$ cat src/rtl/yt_pkg.sv
// Shared types and constants for the Young tableau priority queue.
`timescale 1ns / 1ps

package yt_pkg;

   localparam int SIDE_DEFAULT      = 4;
   localparam int KEY_WIDTH_DEFAULT = 16;

   localparam int FUNC_W     = 2;
   localparam int KEY_PORT_W = 16;
   localparam int POS_W      = 2;
   localparam int STATUS_W   = 2;

   typedef enum logic [FUNC_W-1:0] {
      FUNC_INSERT  = 2'd0,
      FUNC_EXTRACT = 2'd1,
      FUNC_DELETE  = 2'd2
   } func_type;

   typedef enum logic [STATUS_W-1:0] {
      STATUS_OK       = 2'd0,
      STATUS_OVERFLOW = 2'd1,
      STATUS_EMPTY    = 2'd2
   } status_type;

   // Commands from the controller to the datapath.
   typedef struct packed {
      logic start;
      logic ins_step;
      logic sink_load;
      logic sink_step;
      logic rsp_load;
   } cmd_type;

   // Status from the datapath to the controller.
   typedef struct packed {
      logic go_insert;
      logic go_sink;
      logic ins_done;
      logic sink_down;
      logic sink_stop;
   } sts_type;

endpackage

$ cat src/rtl/yt_ctrl.sv
// Sequencer for insert, hole sinking and response handoff.
`timescale 1ns / 1ps

module yt_ctrl (
   input  logic             clock,
   input  logic             reset,
   input  logic             req_valid,
   output logic             req_ready,
   output logic             rsp_valid,
   input  logic             rsp_ready,
   output yt_pkg::cmd_type  cmd,
   input  yt_pkg::sts_type  sts
);

   typedef enum logic [2:0] {
      ST_IDLE,
      ST_INSERT,
      ST_LOAD,
      ST_SINK,
      ST_DONE
   } state_type;

   state_type state_ff;
   logic      req_ready_ff;
   logic      rsp_valid_ff;
   logic      slot_free;

   assign req_ready = req_ready_ff;
   assign rsp_valid = rsp_valid_ff;
   assign slot_free = !rsp_valid_ff || rsp_ready;

   always_comb begin
      cmd = '0;
      unique case (state_ff)
         ST_IDLE:   cmd.start     = req_valid && req_ready_ff;
         ST_INSERT: cmd.ins_step  = 1'b1;
         ST_LOAD:   cmd.sink_load = 1'b1;
         ST_SINK:   cmd.sink_step = 1'b1;
         ST_DONE:   cmd.rsp_load  = slot_free;
         default:   cmd           = '0;
      endcase
   end

   always_ff @(posedge clock) begin
      if (reset) begin
         state_ff     <= ST_IDLE;
         req_ready_ff <= 1'b1;
         rsp_valid_ff <= 1'b0;
      end else begin
         // A response loaded into a free slot keeps valid high even if the old one leaves.
         if (state_ff == ST_DONE && slot_free) begin
            rsp_valid_ff <= 1'b1;
         end else if (rsp_valid_ff && rsp_ready) begin
            rsp_valid_ff <= 1'b0;
         end
         unique case (state_ff)
            ST_IDLE: begin
               if (req_valid && req_ready_ff) begin
                  req_ready_ff <= 1'b0;
                  if (sts.go_insert) begin
                     state_ff <= ST_INSERT;
                  end else if (sts.go_sink) begin
                     state_ff <= ST_LOAD;
                  end else begin
                     state_ff <= ST_DONE;
                  end
               end
            end
            ST_INSERT: begin
               if (sts.ins_done) begin
                  state_ff <= ST_DONE;
               end
            end
            ST_LOAD: begin
               state_ff <= ST_SINK;
            end
            ST_SINK: begin
               if (sts.sink_down) begin
                  state_ff <= ST_LOAD;
               end else if (sts.sink_stop) begin
                  state_ff <= ST_DONE;
               end
            end
            ST_DONE: begin
               if (slot_free) begin
                  req_ready_ff <= 1'b1;
                  state_ff     <= ST_IDLE;
               end
            end
            default: begin
               state_ff <= ST_IDLE;
            end
         endcase
      end
   end

endmodule

$ cat src/rtl/yt_dpath.sv
// Tableau storage, row buffers, insert and sink logic, and response registers.
`timescale 1ns / 1ps

module yt_dpath #(
   parameter int SIDE      = yt_pkg::SIDE_DEFAULT,
   parameter int KEY_WIDTH = yt_pkg::KEY_WIDTH_DEFAULT
) (
   input  logic                            clock,
   input  logic                            reset,
   input  yt_pkg::cmd_type                 cmd,
   output yt_pkg::sts_type                 sts,
   input  logic [yt_pkg::FUNC_W-1:0]       req_func,
   input  logic [yt_pkg::KEY_PORT_W-1:0]   req_key,
   input  logic [yt_pkg::POS_W-1:0]        req_row,
   input  logic [yt_pkg::POS_W-1:0]        req_col,
   output logic [yt_pkg::KEY_PORT_W-1:0]   rsp_result_key,
   output logic [yt_pkg::STATUS_W-1:0]     rsp_status,
   output logic                            rsp_now_empty
);

   localparam int RW  = $clog2(SIDE);
   localparam int KW  = KEY_WIDTH;
   localparam int KPW = yt_pkg::KEY_PORT_W;
   localparam logic [RW-1:0] LAST = RW'(SIDE - 1);

   typedef logic [SIDE-1:0][KW-1:0] row_type;
   typedef logic [SIDE-1:0]         flag_row_type;

   // Keys live in a row-wide memory; occupancy lives in flip-flops.
   row_type             key_mem [SIDE];
   row_type             rd_a_ff, rd_b_ff;
   row_type             cur_ff, cur_in, nxt_ff, nxt_in;
   row_type             wr_data, ins_row, sink_row;
   logic                wr_en;
   flag_row_type        full_ff [SIDE];
   flag_row_type        full_in [SIDE];
   flag_row_type        ins_full;

   logic [RW-1:0]       r_ff, r_in, c_ff, c_in;
   logic [RW-1:0]       r_nx, c_nx, rd_addr_a, rd_addr_b, start_r, start_c;
   logic [KW-1:0]       carry_ff, carry_in, result_ff, result_in, ins_carry;
   yt_pkg::status_type  status_ff, status_in;
   logic                grab_ff, grab_in;

   logic [KPW-1:0]                  rsp_key_ff;
   logic [yt_pkg::STATUS_W-1:0]     rsp_status_ff;
   logic                            rsp_empty_ff;

   logic is_insert, is_extract, is_delete, pos_ok, full00;
   logic ins_hit, ins_placed;
   logic has_right, has_down, go_down, go_right;

   // Request decode.
   assign full00     = full_ff[0][0];
   assign is_insert  = (req_func == yt_pkg::FUNC_INSERT);
   assign is_extract = (req_func == yt_pkg::FUNC_EXTRACT);
   assign is_delete  = (req_func == yt_pkg::FUNC_DELETE);
   assign pos_ok     = (int'(req_row) < SIDE) && (int'(req_col) < SIDE);
   assign start_r    = is_delete ? RW'(req_row) : '0;
   assign start_c    = is_delete ? RW'(req_col) : '0;

   // Insert: first empty cell or first larger key in the current row.
   always_comb begin
      ins_row    = rd_a_ff;
      ins_full   = full_ff[r_ff];
      ins_carry  = carry_ff;
      ins_hit    = 1'b0;
      ins_placed = 1'b0;
      for (int i = 0; i < SIDE; i++) begin
         if (!ins_hit) begin
            if (!full_ff[r_ff][i]) begin
               ins_row[i]  = carry_ff;
               ins_full[i] = 1'b1;
               ins_hit     = 1'b1;
               ins_placed  = 1'b1;
            end else if (carry_ff < rd_a_ff[i]) begin
               ins_row[i] = carry_ff;
               ins_carry  = rd_a_ff[i];
               ins_hit    = 1'b1;
            end
         end
      end
   end

   // Sink: pull the smaller neighbor into the hole, right wins ties.
   assign c_nx      = (c_ff == LAST) ? '0 : c_ff + 1'b1;
   assign r_nx      = (r_ff == LAST) ? '0 : r_ff + 1'b1;
   assign has_right = (c_ff != LAST) && full_ff[r_ff][c_nx];
   assign has_down  = (r_ff != LAST) && full_ff[r_nx][c_ff];
   assign go_down   = has_down && (!has_right || (nxt_ff[c_ff] < cur_ff[c_nx]));
   assign go_right  = has_right && !go_down;

   always_comb begin
      sink_row = cur_ff;
      if (go_down) begin
         sink_row[c_ff] = nxt_ff[c_ff];
      end else if (go_right) begin
         sink_row[c_ff] = cur_ff[c_nx];
      end
   end

   always_comb begin
      sts.go_insert = is_insert;
      sts.go_sink   = (is_extract && full00) || (is_delete && pos_ok);
      sts.ins_done  = ins_placed || (r_ff == LAST);
      sts.sink_down = go_down;
      sts.sink_stop = !go_down && !go_right;
   end

   always_comb begin
      r_in      = r_ff;
      c_in      = c_ff;
      carry_in  = carry_ff;
      result_in = result_ff;
      status_in = status_ff;
      grab_in   = grab_ff;
      full_in   = full_ff;
      cur_in    = cur_ff;
      nxt_in    = nxt_ff;
      wr_en     = 1'b0;
      wr_data   = ins_row;
      if (cmd.start) begin
         r_in      = start_r;
         c_in      = start_c;
         carry_in  = KW'(req_key);
         result_in = '0;
         status_in = (is_extract && !full00) ? yt_pkg::STATUS_EMPTY : yt_pkg::STATUS_OK;
         grab_in   = is_extract && full00;
         if (sts.go_sink) begin
            full_in[start_r][start_c] = 1'b0;
         end
      end
      if (cmd.ins_step) begin
         wr_en         = 1'b1;
         wr_data       = ins_row;
         full_in[r_ff] = ins_full;
         carry_in      = ins_carry;
         if (!ins_placed) begin
            if (r_ff == LAST) begin
               result_in = ins_carry;
               status_in = yt_pkg::STATUS_OVERFLOW;
            end else begin
               r_in = r_nx;
            end
         end
      end
      if (cmd.sink_load) begin
         cur_in = rd_a_ff;
         nxt_in = rd_b_ff;
         if (grab_ff) begin
            result_in = rd_a_ff[0];
            grab_in   = 1'b0;
         end
      end
      if (cmd.sink_step) begin
         if (go_down) begin
            wr_en                = 1'b1;
            wr_data              = sink_row;
            full_in[r_ff][c_ff]  = 1'b1;
            full_in[r_nx][c_ff]  = 1'b0;
            r_in                 = r_nx;
         end else if (go_right) begin
            cur_in               = sink_row;
            full_in[r_ff][c_ff]  = 1'b1;
            full_in[r_ff][c_nx]  = 1'b0;
            c_in                 = c_nx;
         end else begin
            wr_en   = 1'b1;
            wr_data = sink_row;
         end
      end
   end

   // Reads follow the next row index so the registered read data lines up with the row register.
   assign rd_addr_a = r_in;
   assign rd_addr_b = (r_in == LAST) ? '0 : r_in + 1'b1;

   always_ff @(posedge clock) begin
      if (wr_en) begin
         key_mem[r_ff] <= wr_data;
      end
      rd_a_ff <= key_mem[rd_addr_a];
      rd_b_ff <= key_mem[rd_addr_b];
   end

   always_ff @(posedge clock) begin
      if (reset) begin
         full_ff <= '{default: '0};
      end else begin
         full_ff <= full_in;
      end
   end

   always_ff @(posedge clock) begin
      r_ff      <= r_in;
      c_ff      <= c_in;
      carry_ff  <= carry_in;
      result_ff <= result_in;
      status_ff <= status_in;
      grab_ff   <= grab_in;
      cur_ff    <= cur_in;
      nxt_ff    <= nxt_in;
      if (cmd.rsp_load) begin
         rsp_key_ff    <= KPW'(result_ff);
         rsp_status_ff <= status_ff;
         rsp_empty_ff  <= !full00;
      end
   end

   assign rsp_result_key = rsp_key_ff;
   assign rsp_status     = rsp_status_ff;
   assign rsp_now_empty  = rsp_empty_ff;

endmodule

$ cat src/rtl/young_tableau_priority_queue.sv
// Top level of the Young tableau priority queue.
`timescale 1ns / 1ps

// Channel   Direction  Handshake             Payload
// req       in         req_valid/req_ready   req_func, req_key, req_row, req_col
// rsp       out        rsp_valid/rsp_ready   rsp_result_key, rsp_status, rsp_now_empty
//
// One request is worked on at a time. An insert does one row read-modify-write per
// cycle through the row-wide key memory, moving down a row until the key is placed.
// Extract and delete sink the hole by steps right and down; a step down passes
// through a load state while the next row is read.
// Reset clears all occupancy flags, so the queue is empty at once.
// A finished response waits in its output register; the next request is taken as soon
// as that register has been loaded, and only a full output register holds the block.

module young_tableau_priority_queue #(
   parameter int SIDE      = yt_pkg::SIDE_DEFAULT,
   parameter int KEY_WIDTH = yt_pkg::KEY_WIDTH_DEFAULT
) (
   input  logic                            clock,
   input  logic                            reset,
   input  logic                            req_valid,
   output logic                            req_ready,
   input  logic [yt_pkg::FUNC_W-1:0]       req_func,
   input  logic [yt_pkg::KEY_PORT_W-1:0]   req_key,
   input  logic [yt_pkg::POS_W-1:0]        req_row,
   input  logic [yt_pkg::POS_W-1:0]        req_col,
   output logic                            rsp_valid,
   input  logic                            rsp_ready,
   output logic [yt_pkg::KEY_PORT_W-1:0]   rsp_result_key,
   output logic [yt_pkg::STATUS_W-1:0]     rsp_status,
   output logic                            rsp_now_empty
);

   yt_pkg::cmd_type cmd;
   yt_pkg::sts_type sts;

   // The controller sequences each request and owns both handshakes.
   yt_ctrl u_ctrl (
      .clock     (clock),
      .reset     (reset),
      .req_valid (req_valid),
      .req_ready (req_ready),
      .rsp_valid (rsp_valid),
      .rsp_ready (rsp_ready),
      .cmd       (cmd),
      .sts       (sts)
   );

   // The datapath holds the tableau, the working rows and the response fields.
   yt_dpath #(
      .SIDE      (SIDE),
      .KEY_WIDTH (KEY_WIDTH)
   ) u_dpath (
      .clock          (clock),
      .reset          (reset),
      .cmd            (cmd),
      .sts            (sts),
      .req_func       (req_func),
      .req_key        (req_key),
      .req_row        (req_row),
      .req_col        (req_col),
      .rsp_result_key (rsp_result_key),
      .rsp_status     (rsp_status),
      .rsp_now_empty  (rsp_now_empty)
   );

endmodule
$ cat config.mk
export PLATFORM = sky130hd
export DESIGN_NAME = young_tableau_priority_queue
export DESIGN_NICKNAME = d
export VERILOG_FILES = /design/src/rtl/yt_pkg.sv /design/src/rtl/yt_ctrl.sv /design/src/rtl/yt_dpath.sv /design/src/rtl/young_tableau_priority_queue.sv
export SDC_FILE = /design/constraint.sdc
export NUM_CORES = 1
export LEC_CHECK = 0
export BUFFER_PORTS_ARGS = -buffer_cell sky130_fd_sc_hd__buf_2
export CAP_MARGIN = 20
export CORE_AREA = 2 2 344 278
export CTS_BUF_LIST = sky130_fd_sc_hd__clkbuf_4 sky130_fd_sc_hd__clkbuf_8 sky130_fd_sc_hd__clkbuf_16
export CTS_CLUSTER_DIAMETER = 50
export DETAILED_ROUTE_END_ITERATION = 8
export DIE_AREA = 0 0 346 280
export HOLD_SLACK_MARGIN = 0.1
export PLACE_DENSITY = 0.44
export RECOVER_POWER = 100
export SLEW_MARGIN = 20
export SYNTH_ARGS = -nofsm -noshare
export SYNTH_HDL_FRONTEND = slang
export SYNTH_SLANG_ARGS = --single-unit
export TNS_END_PERCENT = 30
$ cat constraint.sdc
create_clock -name clock -period 19.2 [get_ports clock]
set_input_delay 2.88 -clock clock [delete_from_list [all_inputs] [get_ports clock]]
set_output_delay 2.88 -clock clock [all_outputs]
set_load 0.005 [all_outputs]
Yosys cells after proc, flatten, opt, wreduce, memory -nomap -nowiden:

Memories as Yosys holds them, arrays and structs flattened. A register that Yosys moved wholly into a read port is not among the register bits.
Index checks and enable logic that the tools add are counted.

* bits in registers: 207
* RAM bits: 256
* output and inout port bits: 21
* word-level logic and storage cells: 247
* memories kept: 1

* add/sub/neg operators: 3
* magnitude comparators: 17
* equality and inequality tests: 15
* multiplexer cells: 145
* bitwise gates (word level): 10
* reductions and logical operators: 32

Memory list
* u_dpath.key_mem: depth 4, bits a word 64, read ports 2, clocked after Yosys merged registers in 2, write ports 1, line yt_dpath.sv:30 `row_type key_mem [SIDE];`

Operators with widths (count)
* $mux W16: 39
* $mux W64: 9
* $bwmux W64: 2
* $lt A16 B16 Y1: 5
* $bmux W16 S2: 2
* $and A16 B16 Y16: 3
* $not A16 Y16: 3
* $mux W1: 41
* $demux W4 S2: 5
* $mux W2: 20
* $mux W4: 9
* $demux W16 S2: 1
* $mux W3: 7
* $bmux W4 S2: 2
* $bwmux W16: 1
* $logic_and A1 B1 Y1: 16
* $or A16 B16 Y16: 1
* $pmux W3 S5: 1
* $ge A3 B3 Y1 const B: 3
* $lt A2 B3 Y1 const B: 3
* $lt A3 B1 Y1 const B: 3
* $not A2 Y3: 3
* $eq A2 B2 Y1 const B: 4
* $add A2 B1 Y2 const B: 3
* other kinds (18): 36

Longest topological paths before layout:

Gate-level depths: netlist of the first run.

* depth after elaboration: 19
* mapped depth: 21
* mapped depth without buffers: 14

Cells and area by module:

A second synthesis of the first run with hierarchy kept.

* cells, all modules: 2193
* area total of the unflattened synthesis: 28029.4 sq um

By module, submodules not included
* yt_dpath: times used 1, cells each 2154, area an instance 27691.6 sq um, seq. area each 15284.7 sq um
* yt_ctrl: times used 1, cells each 39, area an instance 337.8 sq um, seq. area each 100.1 sq um

Worst setup path before layout of the first run:

OpenSTA, ideal clock, no wires.

* path kind: register -> register
* start: register u_dpath.c_ff[1]
* end: memory u_dpath.key_mem[0][0] in the netlist's numbering, enable pin
* setup time: 583 ps
* arrival: 9472 ps
* required time: 18617 ps
* slack: 9145 ps
* stages on the path, launching flop included: 18
* buffers on the path: 6
* cells stage by stage: dfxtp_1 > clkbuf_1 > clkbuf_1 > inv_1 > ha_1 > clkbuf_1 > clkbuf_1 > mux4_2 > inv_1 > ha_1 > a21o_1 > a21o_1 > a211oi_1 > a31oi_1 > nand2b_1 > clkbuf_1 > clkbuf_1 > a21boi_0

* longest elaborated chain between the ends: 15
* elaborated cells between the ends (all ways): 25
* those cells by class: add/sub: 1; order compare: 1; eq/ne: 2; mux: 14; reduce/logical: 7

Ends and longest elaborated chain
* start: declaration: line yt_dpath.sv:39 `logic [RW-1:0] r_ff, r_in, c_ff, c_in;`
* start signal: assignment: line yt_dpath.sv:196 `c_ff <= c_in;`
* branches (longest 11 deep; another with $lt A16 B16 Y1)
* $mux W1 *: line yt_dpath.sv:156 `if (go_down) begin`
* $mux W1 *: line yt_dpath.sv:155 `if (cmd.sink_step) begin`
* $mux W1 *: line yt_dpath.sv:179 `if (wr_en) begin`
* $mux W1 (not written as such) *: line yt_dpath.sv:180 `key_mem[r_ff] <= wr_data;`
* end: declaration: line yt_dpath.sv:30

Every way passes the cells marked *. The select of a mux whose other input is x is not followed.

==> impl_metrics.py, run 1 <==
metrics = {
    "logic_synthesis": {
        "synth_area_mm2": 0.0279,
        "synth_seq_cells": 591,
        "synth.distinct_cells": 74,
        "synth_edf_count": 355,
        "syn_inst": 2256,
        "syn_area_per_cell_um2": 12.4,
        "synth_fp_nets": 2372,
        "synth_area_leaders": "edfxtp_1, dfxtp_1, mux2i_1, ha_1, mux4_2",
        "ys.flop_type": "edfxtp_1",
        "ys_seq_area_share_pct": 55.2,
        "yosys.area.top_type_share_pct": 38.3,
        "async_reset_ff_share_pct": 0,
        "yosys.area.top_type": "edfxtp_1",
        "yosysWarnings": 0,
    },
    "clock_network": {
        "clock_sinks": 591,
        "clk_pin_slew_worst_paths_ns": 0.06,
        "cts-root-buf": "clkbuf_16",
        "postCtsSetupBuffers": 0,
        "cts_resized": 0,
        "numCtsBuffers": 74,
        "hold_buffers": 0,
        "cts_tree": "done",
        "ctsHtreeMaxLevel": 3,
        "clockBufferDepth": 3,
        "clk_latency_ns": 0.63,
    },
    "sta": {
        "slew_headroom_pct": -182,
        "max_freq_mhz": 82.4,
        "fin_worst_skew_ns": 0.0353,
        "holdWs_ns": 0.388,
        "final-max-slew-violation-count": 496,
        "rsz0062_at_grt": "false",
        "hold_violations": 0,
        "post-route-period-util_pct": 63.2,
        "setup_viol": 0,
        "period_needed_ns": 12.14,
        "tightest_slew_ns": 4.23,
        "setup_tns_ns": 0,
    },
    "run": {
        "maxCapViolations": 15,
    },
    "grt": {
        "track_usage_pct": 18.8,
        "antenna_found_initial": 1,
        "grt_start_max_net_pins": 121,
        "overflow": 0,
        "grt_pass1_vias": 18700,
        "grt_pass1_wl_um": 133000,
    },
    "critical_path": {
        "path_buf_inv": 6,
        "critPathKind": "register to register",
        "crit_top_cell": "clkbuf_1",
        "cp_top_family": "buffers and inverters",
        "slowest_stage": "clkbuf_1",
        "crit_path_end_kind": "register",
        "worstPathArrival_ns": 12.26,
        "cp_cell_sequence": "clkbuf_1 > inv_1 > ha_1 > clkbuf_1 > mux4_2 > inv_1 > ha_1 > nand4_1 > nor3_1 > o31a_1 > o21ai_0 > a31oi_2 > clkbuf_1 > nand2b_1 > clkbuf_1 > a22oi_1",
        "worstPathMaxFanout": 57,
        "start_kind": "register",
        "required_ns": 19.32,
        "slowest_delay_ns": 2.40,
    },
    "route": {
        "route.met3.wl_um": 6890,
        "dr.pass1.iters": 6,
        "dr_wl_met2_um": 38400,
        "drtIter0Drc": 1943,
        "ant_nets": 0,
        "vias": 19300,
        "drc": 0,
        "drt-met1-wl_um": 45200,
        "detail_route.wl_per_cell_um": 26.0,
        "viasPerCell": 5.39,
        "highest_layer": "met4",
        "wl_um": 93000,
    },
    "cells_and_area": {
        "multi_input_area_mm2": 0.0113,
        "num_antenna_cells": 0,
        "fin_util_pct": 33.7,
        "drive_gt1_share_pct": 12.0,
        "seq_area_mm2": 0.0154,
        "area_growth_pct": 13.5,
        "nets": 2395,
        "fillCellCount": 9319,
    },
    "die": {
        "row_count": 101,
        "core_mm2": 0.0938,
        "die_area_mm2": 0.0969,
        "ioPinCount": 47,
        "die_h_um": 280,
        "initial_core_util_pct": 29.7,
        "die_x_um": 346,
    },
    "placement": {
        "port_buffers": 46,
        "dpl.hpwl_um": 61300,
        "gp_congestion": 0.882,
    },
    "hold_path": {
        "hp-class": "register to register",
    },
    "pwr": {
        "power_density_mw_per_mm2": 166,
        "power.total_mw": 5.27,
        "p_leak_nw": 11.9,
        "peakVddDrop_mv": 0.101,
    },
    "run_status": {
        "status": "finished with violations",
        "violations": "capacitance limit, slew limit",
    },
}
==> where the power goes <==
| part | total, mW | internal (mW) | switching [mW] |
|---|---|---|---|
| clock network | 1.46 | 0.885 | 0.575 |
| logic | 1.77 | 0.698 | 1.07 |
| registers | 2.03 | 1.74 | 0.299 |
==> synthesized netlist by cell type (all sizes together), types with 3 or more instances <==
cell       n
a2111oi    4
a211o      7
a211oi    20
a21boi     9
a21o      12
a21oi     93
a221o     17
a221oi     5
a222oi     3
a22oi     17
a311oi     7
a31oi     16
a32o      17
and2      10
and3       7
buf       62
clkbuf    73
dfxtp    236
edfxtp   355
ha        90
inv      100
mux2      32
mux2i    401
mux4      39
nand2    131
nand2b     7
nand3     40
nand3b     3
nand4     10
nor2     175
nor3      25
o211ai    11
o21a       9
o21ai     87
o221ai    15
o22ai     73
o2bb2ai    5
o31a       3
or3        7
==> metal layers <==
layer | global-route usage, % | vias to the layer above
li1 | - | 8593
met1 | 27.7 | 9740
met2 | 27.3 | 777
met3 | 4.44 | 154
met4 | 5.54 | 0
met5 | 0 | -
==> sequential cells by signal, summed over array words and instances, names as in the netlist, 2 cells and up <==
register                cells
u_dpath.key_mem           256
u_dpath.cur_ff             64
u_dpath.nxt_ff             64
u_dpath.rd_a_ff            64
u_dpath.rd_b_ff            64
u_dpath.carry_ff           16
u_dpath.result_ff          16
u_dpath.rsp_result_key     16
u_dpath.full_ff            15
u_ctrl.state_ff             3
u_dpath.c_ff                2
u_dpath.r_ff                2
u_dpath.rsp_status          2
u_dpath.status_ff           2
==> layout make-up <==
type / instances / area share, %
flip-flops and latches: 591 / 48.6
inverters: 100 / 1.19
well taps: 1236 / 4.89
repair buffers: 82 / 1.42
clock inverters: 45 / 1.70
multi-input cells: 1430 / 35.6
clock buffers: 93 / 6.53
==> layout by cell type (no fill, tap or decap), types with 15 or more instances in the layout <==
| master | Yosys | routed |
|---|---|---|
| mux2_2 | 30 | 29 |
| mux4_2 | 39 | 39 |
| nor2_1 | 173 | 172 |
| dfxtp_1 | 236 | 236 |
| clkbuf_16 | 0 | 76 |
| buf_4 | 10 | 20 |
| clkbuf_1 | 73 | 28 |
| nand2_1 | 131 | 131 |
| a31oi_1 | 16 | 15 |
| buf_2 | 16 | 32 |
| a211oi_1 | 19 | 19 |
| a22oi_1 | 15 | 16 |
| nor3_1 | 25 | 24 |
| a21oi_1 | 92 | 92 |
| inv_1 | 100 | 99 |
| edfxtp_1 | 355 | 355 |
| o22ai_1 | 73 | 73 |
| nand3_1 | 39 | 40 |
| o21ai_0 | 67 | 84 |
| ha_1 | 90 | 90 |
| a221o_1 | 17 | 17 |
| o221ai_1 | 15 | 15 |
| a32o_1 | 17 | 17 |
| mux2i_1 | 401 | 401 |
==> path summary, 6_finish.rpt <==
| kind | from | endpoint | slack [ns] | depth (start not counted) |
|---|---|---|---|---|
| worst max-delay path | u_dpath.c_ff[0]$_DFF_P_ | u_dpath.key_mem[0][26]$_DFFE_PP_ | 7.06 | 16 |
| worst min-delay path | u_dpath.rd_b_ff[20]$_DFF_P_ | u_dpath.nxt_ff[20]$_DFFE_PP_ | 0.39 | 0 |
| worst max register to register | u_dpath.c_ff[0]$_DFF_P_ | u_dpath.key_mem[0][26]$_DFFE_PP_ | 7.06 | 16 |
| worst min register to register | u_dpath.rd_b_ff[20]$_DFF_P_ | u_dpath.nxt_ff[20]$_DFFE_PP_ | 0.39 | 0 |
==> cells by family (layout without fill, tap and decap cells) <==
logic type                 Yosys count  in the layout  synth area share [%]
AOI/OAI and AO/OA                  446            446                  10.9
and+or+nand+nor                    422            422                  6.55
buffers and inverters              235            320                  4.49
muxes                              472            472                  18.9
adders and majority gates           90             90                  4.04
DFF                                591            591                  55.2
==> metrics by stage <==
stage	worst slack, ns	instances	area, um^2
after detailed placement	12.24	3438	29200
after CTS	12.24	3576	31800
final	7.06	3577	31600
after floorplan	9.14	2256	27900
after global routing	6.51	3577	31600
after global placement	12.25	3438	29100
==> worst reg2reg max path: cells and delay by family (launching register included) <==
kind / cells / cell delay (ns)
mux: 1 / 0.75
simple gates: 3 / 1.07
compound gates: 4 / 1.56
fa+ha+maj: 2 / 0.67
buf+inv: 6 / 6.64
flops: 1 / 0.94
Note: power is estimated with default switching activity, not from simulation.
==> run 2: changes to the inputs <==
PLACE_DENSITY = 0.45   (was 0.44)
clock period = 9.8 ns   (was 19.2 ns; I/O delays follow)
==> impl_metrics.py, run 2 (synthesis gave the netlist of run 1 again) <==
metrics = {
    "run_status": {
        "status": "finished with violations",
        "violations": "capacitance limit, slew limit",
    },
    "placement": {
        "gp_congestion": 0.904,
        "dpl-instance-area_mm2": 0.0291,
        "numPlacedInstances": 3437,
        "dpl.hpwl_um": 61300,
        "port_buffers": 46,
        "pre_cts_ws_ns": 2.78,
    },
    "clock_network": {
        "clk_pin_slew_worst_paths_ns": 0.06,
        "numCtsBuffers": 71,
        "cts-root-buf": "clkbuf_16",
        "ctsHtreeMaxLevel": 3,
        "cts_resized": 0,
        "hold_buffers": 0,
        "clockBufferDepth": 3,
        "clock_sinks": 591,
        "cts_tree": "done",
        "postCtsSetupBuffers": 0,
        "clk_latency_ns": 0.63,
    },
    "sta": {
        "setup_viol": 0,
        "slew_headroom_pct": -187,
        "hold_violations": 0,
        "period_needed_ns": 8.01,
        "setup_tns_ns": 0,
        "tightest_slew_ns": 4.31,
        "holdWs_ns": 0.384,
        "worst_slack_ns": 1.79,
        "max_freq_mhz": 125,
        "post-route-period-util_pct": 81.7,
        "fin_worst_skew_ns": 0.0304,
        "final-max-slew-violation-count": 136,
        "rsz0062_at_grt": "false",
    },
    "critical_path": {
        "cp_cell_sequence": "inv_1 > ha_1 > clkbuf_1 > mux4_2 > inv_1 > ha_1 > a21o_1 > a211oi_1 > o21ai_0 > o21ai_0 > a31oi_2 > buf_4 > nor2_1 > clkbuf_1 > o22ai_1",
        "required_ns": 9.97,
        "cp-startpoint": "u_dpath.c_ff[1]$_DFF_P_",
        "endpoint": "u_dpath.key_mem[0][45]$_DFFE_PP_",
        "rr_endpoint": "u_dpath.key_mem[0][45]$_DFFE_PP_",
        "slowest_delay_ns": 1.29,
        "crit_path_end_kind": "register",
        "r2r-start": "u_dpath.c_ff[1]$_DFF_P_",
        "worstPathArrival_ns": 8.18,
        "critPathKind": "register to register",
        "start_kind": "register",
        "r2r_cells": 15,
        "worstPathMaxFanout": 24,
        "ff2ff_setup_slack_ns": 1.79,
        "slowest_stage": "clkbuf_1",
    },
    "cells_and_area": {
        "final_cell_mix": "mux2i_1, edfxtp_1, dfxtp_1",
        "largest_register_ffs": 256,
        "instances_no_fill": 3570,
        "nets": 2390,
        "area_growth_pct": 13.1,
        "largest_register": "u_dpath.key_mem",
        "final_area_mm2": 0.0315,
        "fin_util_pct": 33.6,
        "fillCellCount": 9300,
        "layout_commonest_cell": "mux2i_1",
        "drive_gt1_share_pct": 12.2,
    },
    "pwr": {
        "power.total_mw": 10.2,
        "p_int_mw": 6.36,
        "power_density_mw_per_mm2": 324,
        "clockPowerShare_pct": 26.9,
        "p_leak_nw": 11.9,
        "switching_power_mw": 3.85,
        "seq_power_share_pct": 39.6,
        "switching_share_pct": 37.7,
        "peakVddDrop_mv": 0.208,
        "p_comb_share_pct": 33.4,
    },
    "die": {
        "ioPinCount": 47,
        "row_count": 101,
        "die_area_mm2": 0.0969,
        "die_x_um": 346,
        "die_h_um": 280,
        "initial_core_util_pct": 29.7,
        "core_mm2": 0.0938,
    },
    "route": {
        "dr.pass1.iters": 6,
        "drc": 0,
        "ant_nets": 0,
        "viasPerCell": 5.42,
        "wl_um": 92600,
        "drtIter0Drc": 2199,
        "vias": 19300,
        "detail_route.wl_per_cell_um": 25.9,
    },
    "grt": {
        "use_met3_pct": 3.49,
        "grt_start_max_net_pins": 106,
        "grt_pass1_vias": 18800,
        "track_usage_pct": 18.8,
        "antenna_found_initial": 1,
        "grt_use_met2_pct": 27.2,
        "grt_pass1_wl_um": 133000,
        "grtUsageMet1_pct": 27.9,
        "grt_busiest_layer": "met1",
        "overflow": 0,
    },
    "run": {
        "maxCapViolations": 3,
    },
    "hold_path": {
        "hp-class": "register to register",
    },
}
## run 2: cell count changes in the layout (fill, tap and decap cells not counted), sizes merged
cell and change:
clkinv +6, inv -2, diode +1, buf +6
clkinvlp -5, clkbuf -13
## run 2: worst min-delay path by stage
stage	endpoint	from	slack (ns)	depth (start not counted)
after global placement	u_dpath.nxt_ff[60]$_DFFE_PP_	u_dpath.rd_b_ff[60]$_DFF_P_	0.39	0
final	u_dpath.nxt_ff[62]$_DFFE_PP_	u_dpath.rd_b_ff[62]$_DFF_P_	0.38	0
after CTS	u_dpath.nxt_ff[62]$_DFFE_PP_	u_dpath.rd_b_ff[62]$_DFF_P_	0.39	0
after global routing	u_dpath.nxt_ff[62]$_DFFE_PP_	u_dpath.rd_b_ff[62]$_DFF_P_	0.41	0
after floorplan	u_dpath.nxt_ff[0]$_DFFE_PP_	u_dpath.rd_b_ff[0]$_DFF_P_	0.39	0
after detailed placement	u_dpath.nxt_ff[16]$_DFFE_PP_	u_dpath.rd_b_ff[16]$_DFF_P_	0.39	0
## run 2: critical path: cells and delay by family (launching register included)
kind | cells | cell delay [ns]
AOI/OAI and AO/OA | 6 | 1.83
adders and majority gates | 2 | 0.99
buffers and inverters | 5 | 2.89
DFF | 1 | 0.99
muxes | 1 | 0.67
and+or+nand+nor | 1 | 0.12
## run 2: metal layers
metal / wire, um / up-vias
li1: - / 8589
met1: 44700 / 9791
met2: 38600 / 800
met3: 6740 / 153
met4: 2510 / 0
met5: 0 / -
## run 2: power by group through the flow
stage	Combinational (mW)	Clock (mW)	Sequential, mW
after detailed placement	3.39	0	4.06
after global routing	3.71	2.91	4.08
final	3.41	2.75	4.05
after global placement	3.32	0	4.07
after CTS	3.40	2.80	4.02
after floorplan	2.57	0	3.68
## run 2: area by class of cell
type | instances | area, um^2 | area share [%]
clock buffer | 88 | 1940 | 6.16
clock inverter | 44 | 519 | 1.65
antenna | 1 | 2.50 | 0.00794
inverter | 100 | 377 | 1.19
timing repair buffer | 80 | 460 | 1.46
tap | 1236 | 1550 | 4.91
sequential | 591 | 15400 | 48.8
multi-input combinational | 1430 | 11300 | 35.8
